### src/sv/ted_pkg.sv
// Shared types and constants for the text encoding detector.
package ted_pkg;

  localparam int unsigned ByteW = 8;
  localparam int unsigned ConfW = 7;

  localparam logic KindData = 1'b0;
  localparam logic KindEnd  = 1'b1;

  localparam logic [1:0] EncUtf8    = 2'd0;
  localparam logic [1:0] EncUtf16Le = 2'd1;
  localparam logic [1:0] EncUtf16Be = 2'd2;
  localparam logic [1:0] EncLatin1  = 2'd3;

  localparam logic [ConfW-1:0] ConfBom    = 7'd100;
  localparam logic [ConfW-1:0] ConfUtf8   = 7'd90;
  localparam logic [ConfW-1:0] ConfLatin1 = 7'd30;

  localparam logic [23:0] BomUtf8    = 24'hEFBBBF;
  localparam logic [15:0] BomUtf16Le = 16'hFFFE;
  localparam logic [15:0] BomUtf16Be = 16'hFEFF;

  localparam logic [ByteW-1:0] ContLow  = 8'h80;
  localparam logic [ByteW-1:0] ContHigh = 8'hBF;

  typedef struct packed {
    logic [1:0]       encoding;
    logic             is_valid;
    logic [ConfW-1:0] confidence;
    logic [1:0]       bom_length;
  } res_t;

endpackage

### src/sv/ted_intf.sv
// Request and result channel interfaces of the text encoding detector.
interface ted_req_if;
  logic                      valid;
  logic                      ready;
  logic                      kind;
  logic [ted_pkg::ByteW-1:0] data_byte;

  modport source (output valid, output kind, output data_byte, input ready);
  modport sink (input valid, input kind, input data_byte, output ready);
endinterface

interface ted_res_if;
  logic                      valid;
  logic                      ready;
  logic [1:0]                encoding;
  logic                      is_valid;
  logic [ted_pkg::ConfW-1:0] confidence;
  logic [1:0]                bom_length;

  modport source (output valid, output encoding, output is_valid, output confidence,
                  output bom_length, input ready);
  modport sink (input valid, input encoding, input is_valid, input confidence,
                input bom_length, output ready);
endinterface

### src/sv/ted_scan.sv
// Decoder state: prefix capture, length parity, UTF-8 check and verdict.
module ted_scan (
  input  logic                      clk_i,
  input  logic                      rst_ni,
  input  logic                      step_i,
  input  logic                      kind_i,
  input  logic [ted_pkg::ByteW-1:0] data_byte_i,
  output ted_pkg::res_t             res_o
);
  import ted_pkg::*;

  logic [23:0]      prefix_q, prefix_d;
  logic [1:0]       seen_q, seen_d;
  logic             odd_q, odd_d;
  logic [1:0]       pend_q, pend_d;
  logic [ByteW-1:0] low_q, low_d;
  logic [ByteW-1:0] high_q, high_d;
  logic             failed_q, failed_d;
  logic [15:0]      first2;

  always_comb begin
    prefix_d = prefix_q;
    seen_d   = seen_q;
    odd_d    = odd_q;
    pend_d   = pend_q;
    low_d    = low_q;
    high_d   = high_q;
    failed_d = failed_q;
    if (step_i && kind_i == KindEnd) begin
      prefix_d = '0;
      seen_d   = '0;
      odd_d    = 1'b0;
      pend_d   = '0;
      low_d    = ContLow;
      high_d   = ContHigh;
      failed_d = 1'b0;
    end else if (step_i) begin
      case (seen_q)
        2'd0:    prefix_d[23:16] = data_byte_i;
        2'd1:    prefix_d[15:8]  = data_byte_i;
        2'd2:    prefix_d[7:0]   = data_byte_i;
        default: prefix_d = prefix_q;
      endcase
      if (seen_q != 2'd3) begin
        seen_d = seen_q + 2'd1;
      end
      odd_d = ~odd_q;
      if (!failed_q) begin
        low_d  = ContLow;
        high_d = ContHigh;
        if (pend_q == 2'd0) begin
          if (data_byte_i inside {[8'h00:8'h7F]}) begin
            pend_d = 2'd0;
          end else if (data_byte_i inside {[8'hC2:8'hDF]}) begin
            pend_d = 2'd1;
          end else if (data_byte_i inside {[8'hE0:8'hEF]}) begin
            pend_d = 2'd2;
            if (data_byte_i == 8'hE0) low_d = 8'hA0;
            if (data_byte_i == 8'hED) high_d = 8'h9F;
          end else if (data_byte_i inside {[8'hF0:8'hF4]}) begin
            pend_d = 2'd3;
            if (data_byte_i == 8'hF0) low_d = 8'h90;
            if (data_byte_i == 8'hF4) high_d = 8'h8F;
          end else begin
            failed_d = 1'b1;
          end
        end else if (data_byte_i < low_q || data_byte_i > high_q) begin
          failed_d = 1'b1;
        end else begin
          pend_d = pend_q - 2'd1;
        end
      end
    end
  end

  assign first2 = prefix_q[23:8];

  always_comb begin
    if (seen_q == 2'd3 && prefix_q == BomUtf8) begin
      res_o = '{encoding: EncUtf8, is_valid: 1'b1, confidence: ConfBom, bom_length: 2'd3};
    end else if (seen_q >= 2'd2 && first2 == BomUtf16Le) begin
      res_o = '{encoding: EncUtf16Le, is_valid: ~odd_q, confidence: ConfBom,
                bom_length: 2'd2};
    end else if (seen_q >= 2'd2 && first2 == BomUtf16Be) begin
      res_o = '{encoding: EncUtf16Be, is_valid: ~odd_q, confidence: ConfBom,
                bom_length: 2'd2};
    end else if (!failed_q && pend_q == 2'd0) begin
      res_o = '{encoding: EncUtf8, is_valid: 1'b1, confidence: ConfUtf8, bom_length: 2'd0};
    end else if (seen_q != 2'd0) begin
      res_o = '{encoding: EncLatin1, is_valid: 1'b1, confidence: ConfLatin1,
                bom_length: 2'd0};
    end else begin
      res_o = '{encoding: EncUtf8, is_valid: 1'b1, confidence: ConfUtf8, bom_length: 2'd0};
    end
  end

  always_ff @(posedge clk_i or negedge rst_ni) begin
    if (!rst_ni) begin
      prefix_q <= '0;
      seen_q   <= '0;
      odd_q    <= 1'b0;
      pend_q   <= '0;
      low_q    <= ContLow;
      high_q   <= ContHigh;
      failed_q <= 1'b0;
    end else begin
      prefix_q <= prefix_d;
      seen_q   <= seen_d;
      odd_q    <= odd_d;
      pend_q   <= pend_d;
      low_q    <= low_d;
      high_q   <= high_d;
      failed_q <= failed_d;
    end
  end

endmodule

### src/sv/text_encoding_detector_core.sv
// Top level of the text encoding detector: request register, decoder, result register.
//
// Usage: send a text as data requests (kind 0, one byte each) on in_i, then
// one end request (kind 1). The end request yields one result on out_o with
// the encoding, validity, confidence and byte order mark length; data
// requests yield no result. After the end request the decoder is back at its
// reset state, ready for the next text.
// Throughput: one request per cycle, set by the decoder update between the
// request register and the result register, unless an end request is held (see Stall).
// Result path: an end request goes from the request register through the
// decoder into the result register, and its result waits on out_o until taken.
// Reset: clears the valid flags of both registers and the decoder state; no result is pending.
// Stall: while a result waits on out_o, data requests keep flowing; a second
// end request holds in the request register, and in_i.ready drops only then.
module text_encoding_detector_core (
  input logic      clk_i,
  input logic      rst_ni,
  ted_req_if.sink  in_i,
  ted_res_if.source out_o
);
  import ted_pkg::*;

  logic             req_valid_q, req_valid_d;
  logic             req_kind_q;
  logic [ByteW-1:0] req_byte_q;
  logic             res_valid_q, res_valid_d;
  res_t             res_q;
  res_t             scan_res;
  logic             advance;
  logic             take;
  logic             emit;

  assign advance   = req_valid_q && (req_kind_q == KindData || !res_valid_q || out_o.ready);
  assign in_i.ready = !req_valid_q || advance;
  assign take      = in_i.valid && in_i.ready;
  assign emit      = advance && req_kind_q == KindEnd;

  ted_scan u_scan (
    .clk_i       (clk_i),
    .rst_ni      (rst_ni),
    .step_i      (advance),
    .kind_i      (req_kind_q),
    .data_byte_i (req_byte_q),
    .res_o       (scan_res)
  );

  always_comb begin
    req_valid_d = req_valid_q;
    if (take) begin
      req_valid_d = 1'b1;
    end else if (advance) begin
      req_valid_d = 1'b0;
    end
    res_valid_d = res_valid_q;
    if (emit) begin
      res_valid_d = 1'b1;
    end else if (out_o.ready) begin
      res_valid_d = 1'b0;
    end
  end

  always_ff @(posedge clk_i or negedge rst_ni) begin
    if (!rst_ni) begin
      req_valid_q <= 1'b0;
      res_valid_q <= 1'b0;
    end else begin
      req_valid_q <= req_valid_d;
      res_valid_q <= res_valid_d;
    end
  end

  always_ff @(posedge clk_i) begin
    if (take) begin
      req_kind_q <= in_i.kind;
      req_byte_q <= in_i.data_byte;
    end
    if (emit) begin
      res_q <= scan_res;
    end
  end

  assign out_o.valid      = res_valid_q;
  assign out_o.encoding   = res_q.encoding;
  assign out_o.is_valid   = res_q.is_valid;
  assign out_o.confidence = res_q.confidence;
  assign out_o.bom_length = res_q.bom_length;

endmodule

### src/flat_wrapper.sv
// flat-port wrapper written by rule: the top's interface ports become plain ports
module text_encoding_detector_core_flat import ted_pkg::*;
  (clk_i, rst_ni, in_i_valid, in_i_kind, in_i_data_byte, in_i_ready, out_o_valid, out_o_encoding, out_o_is_valid, out_o_confidence, out_o_bom_length, out_o_ready);
  ted_req_if in_i_i ();
  ted_res_if out_o_i ();
  input logic clk_i;
  input logic rst_ni;
  input wire logic [$bits(in_i_i.valid)-1:0] in_i_valid;
  input wire logic [$bits(in_i_i.kind)-1:0] in_i_kind;
  input wire logic [$bits(in_i_i.data_byte)-1:0] in_i_data_byte;
  output wire logic [$bits(in_i_i.ready)-1:0] in_i_ready;
  output wire logic [$bits(out_o_i.valid)-1:0] out_o_valid;
  output wire logic [$bits(out_o_i.encoding)-1:0] out_o_encoding;
  output wire logic [$bits(out_o_i.is_valid)-1:0] out_o_is_valid;
  output wire logic [$bits(out_o_i.confidence)-1:0] out_o_confidence;
  output wire logic [$bits(out_o_i.bom_length)-1:0] out_o_bom_length;
  input wire logic [$bits(out_o_i.ready)-1:0] out_o_ready;
  assign in_i_i.valid = in_i_valid;
  assign in_i_i.kind = in_i_kind;
  assign in_i_i.data_byte = in_i_data_byte;
  assign in_i_ready = in_i_i.ready;
  assign out_o_valid = out_o_i.valid;
  assign out_o_encoding = out_o_i.encoding;
  assign out_o_is_valid = out_o_i.is_valid;
  assign out_o_confidence = out_o_i.confidence;
  assign out_o_bom_length = out_o_i.bom_length;
  assign out_o_i.ready = out_o_ready;
  text_encoding_detector_core u_core (.clk_i(clk_i), .rst_ni(rst_ni), .in_i(in_i_i), .out_o(out_o_i));
endmodule
### config.mk
export PLATFORM = sky130hd
export DESIGN_NAME = text_encoding_detector_core_flat
export DESIGN_NICKNAME = d
export VERILOG_FILES = /design/src/sv/ted_pkg.sv /design/src/sv/ted_intf.sv /design/src/sv/ted_scan.sv /design/src/sv/text_encoding_detector_core.sv /design/src/flat_wrapper.sv
export SDC_FILE = /design/constraint.sdc
export NUM_CORES = 1
export LEC_CHECK = 0
export BUFFER_PORTS_ARGS = -buffer_cell sky130_fd_sc_hd__buf_2
export CAP_MARGIN = 20
export CORE_ASPECT_RATIO = 0.75
export CORE_MARGIN = 2
export CORE_UTILIZATION = 30
export CTS_BUF_LIST = sky130_fd_sc_hd__clkbuf_8
export DETAILED_ROUTE_END_ITERATION = 8
export GPL_TIMING_DRIVEN = 0
export SYNTH_ARGS = -nofsm -noshare
export SYNTH_HDL_FRONTEND = slang
export SYNTH_SLANG_ARGS = --single-unit
### constraint.sdc
create_clock -name clk_i -period 4.9 [get_ports clk_i]
set_clock_uncertainty 0.1 [all_clocks]
set_input_delay 1.225 -clock clk_i [delete_from_list [all_inputs] [get_ports clk_i]]
set_output_delay 1.225 -clock clk_i [all_outputs]
set_load 0.02 [all_outputs]
==> reports/metrics.yaml <==
area_growth_pct: 13.58
firstDrtPassIters: 4
ios: 27
first_global_vias: 1623
ir_worst_vdd_uv: 176.0
setup_viol: 0
cp.required_ns: 3.58
fin_util_pct: 35.64
htreeDepth: 2
synth-main-ff-cell: "dfrtp_1"
rsz0062_at_grt: "false"
maxCapViolCount: 0
ys_ff_latch: 53
vias: 1719
cts_resized: 0
max_stage_delay_ns: 0.21
tightest_slew_ns: 0.8088
finalNonFillerCells: 349
hold_viol_final: 0
fin_nets: 263
ys_types: 52
die_h_um: 83.16
power.total_mw: 1.069
fin_tns_setup_ns: 0
clkSinkCount: 53
gp_congestion: 0.7790
antenna_cells: 0
ant_nets: 0
dp.cells: 341
clockBufferDepth: 2
ctsHoldBuffers: 0
drive_above_1_share_pct: 22.95
rows: 28
grt_antenna_before_repair: 0
fin_crit_ns: 3.064
crit_slowest_cell: "nand4b_1"
wl_per_cell_um: 14.97
grt_pass1_wl_um: 8618
dp_hpwl_um: 3818
clock.fmax_mhz: 326.4
drc: 0
dieArea_um2: 9109
tritoncts: "yes"
dp_slack_ns: 1.839
finalCritPeriodShare_pct: 62.52
viasPerCell: 4.926
p_per_area_nw_per_um2: 375.4
seq_area_frac_synth_pct: 56.42
arrival_ns: 1.74
coreArea_um2: 7988
routed_wl_um: 5223
holdWs_ns: 0.4024
hold_class: "flip-flop to flip-flop"
clk_pin_slew_ns: 0.09
syn_nets: 231
drt-initial-drc-count: 141
nFillCells: 804
p_leak_nw: 1.231
ys.warnings.count: 0
portBuffers: 25
crit_path_max_fanout: 3
post_dp_cell_area_um2: 2763
fin_area_um2: 2846
synth.cell_area_um2: 2506
die_x_um: 109.5
synth-edff-count: 17
cts_buffers: 5
initial_core_util_pct: 31.38
slew_headroom_pct: 46.08
grt_max_degree: 37
fin_ws_ns: 1.836
async_reset_ff_share_pct: 67.92
crit_top_cell: "buf_2"
root_buffer: "clkbuf_8"
critPathCaptureType: "output port"
critPathKind: "input port to output port"
clock_latency_ns: 0.30
start_kind: "input port"
drv_slew: 0
grt_use_total_pct: 12.25
status: "complete, no violations"
syn-instance-count: 211
crit_chain: "buf_2 -> nand4b_1 -> buf_2"
post-cts-setup-buffers: 0
synth.avg_cell_area_um2: 11.88
overflow: 0
sequential cells by signal, indices dropped and copies added, names as in the netlist:
signal	count
u_core.u_scan.high_q	2
u_core.u_scan.odd_q	1
u_core.req_kind_q	1
u_core.out_o.is_valid	1
u_core.u_scan.seen_q	2
u_core.req_valid_q	1
u_core.u_scan.low_q	2
u_core.req_byte_q	8
u_core.u_scan.prefix_q	24
u_core.u_scan.pend_q	2
u_core.out_o.bom_length	2
u_core.u_scan.failed_q	1
u_core.out_o.valid	1
u_core.out_o.confidence	3
u_core.out_o.encoding	2
cell families after synthesis:
| family | synth area share, % |
|---|---|
| simple gates | 15.23 |
| compound gates | 19.12 |
| flops | 56.42 |
| buf+inv | 5.142 |
| fa+ha+maj | 3.495 |
| mux | 0.4493 |
| other cells | 0.1496 |
worst paths after layout:
kind	startpoint	end	slack (ns)	cells after the start
hold / removal	u_core.u_scan.prefix_q[6]	u_core.u_scan.prefix_q[6]	0.40	1
max in group asynchronous	rst_ni	u_core.u_scan.prefix_q[1]	3.28	1
setup / recovery	out_o_ready	in_i_ready	1.84	3
min in group asynchronous	rst_ni	u_core.u_scan.odd_q	0.90	1
setup reg to reg	u_core.u_scan.seen_q[0]	u_core.out_o.is_valid	2.91	6
hold reg to reg	u_core.u_scan.prefix_q[6]	u_core.u_scan.prefix_q[6]	0.40	1
critical path, delay by kind of cell:
family / cells / cell delay, ns
buffers and inverters: 2 / 0.30
AND/OR/NAND/NOR: 1 / 0.21
report_power, final:
part | internal [mW] | switching (mW)
Combinational | 0.105 | 0.137
Sequential | 0.532 | 0.0559
Clock | 0.0974 | 0.140
Total | 0.735 | 0.334
layout by cell type, fill, tap and decap left out, drive strengths merged, types with 5 or more instances in the layout:
| cell type | count |
|---|---|
| o211ai | 5 |
| and2 | 9 |
| o21ai | 7 |
| nor3 | 5 |
| edfxtp | 17 |
| inv | 15 |
| nand3 | 6 |
| ha | 7 |
| nor2 | 11 |
| a22o | 26 |
| nand2 | 11 |
| dfrtp | 34 |
| buf | 34 |
| clkbuf | 9 |
final cells by class:
cell class	count	area, um^2	share of cell area, %
flip-flops and latches	53	1414	49.67
multi-input cells	132	963.4	33.85
well taps	105	131.4	4.615
repair buffers	25	125.1	4.396
plain buffers	13	80.08	2.813
clock buffers	5	68.82	2.418
inverters	13	48.80	1.714
clock inverters	3	15.01	0.5275
cells in the mapped netlist (4+ instances only):
cell,number,area share (%)
nor3_1,5,1.0
and2_1,6,1.5
ha_1,7,3.5
nand2b_1,4,1.0
buf_4,4,1.2
buf_2,4,0.80
edfxtp_1,17,20
dfrtp_1,34,34
o211ai_1,4,1.2
nand2_1,11,1.6
a22o_1,26,9.1
nand3_1,6,1.2
nor2_1,11,1.6
inv_1,12,1.8
routing by layer:
layer  up-vias  global-route usage, %  routed length, um
li1        847                      -                  -
met1       826                  20.58               2909
met2        44                  15.15               2014
met3         2                  2.904                272
met4         0                  2.992                 26
met5         -                      0                  0
Note: power is estimated with default switching activity, not from simulation.
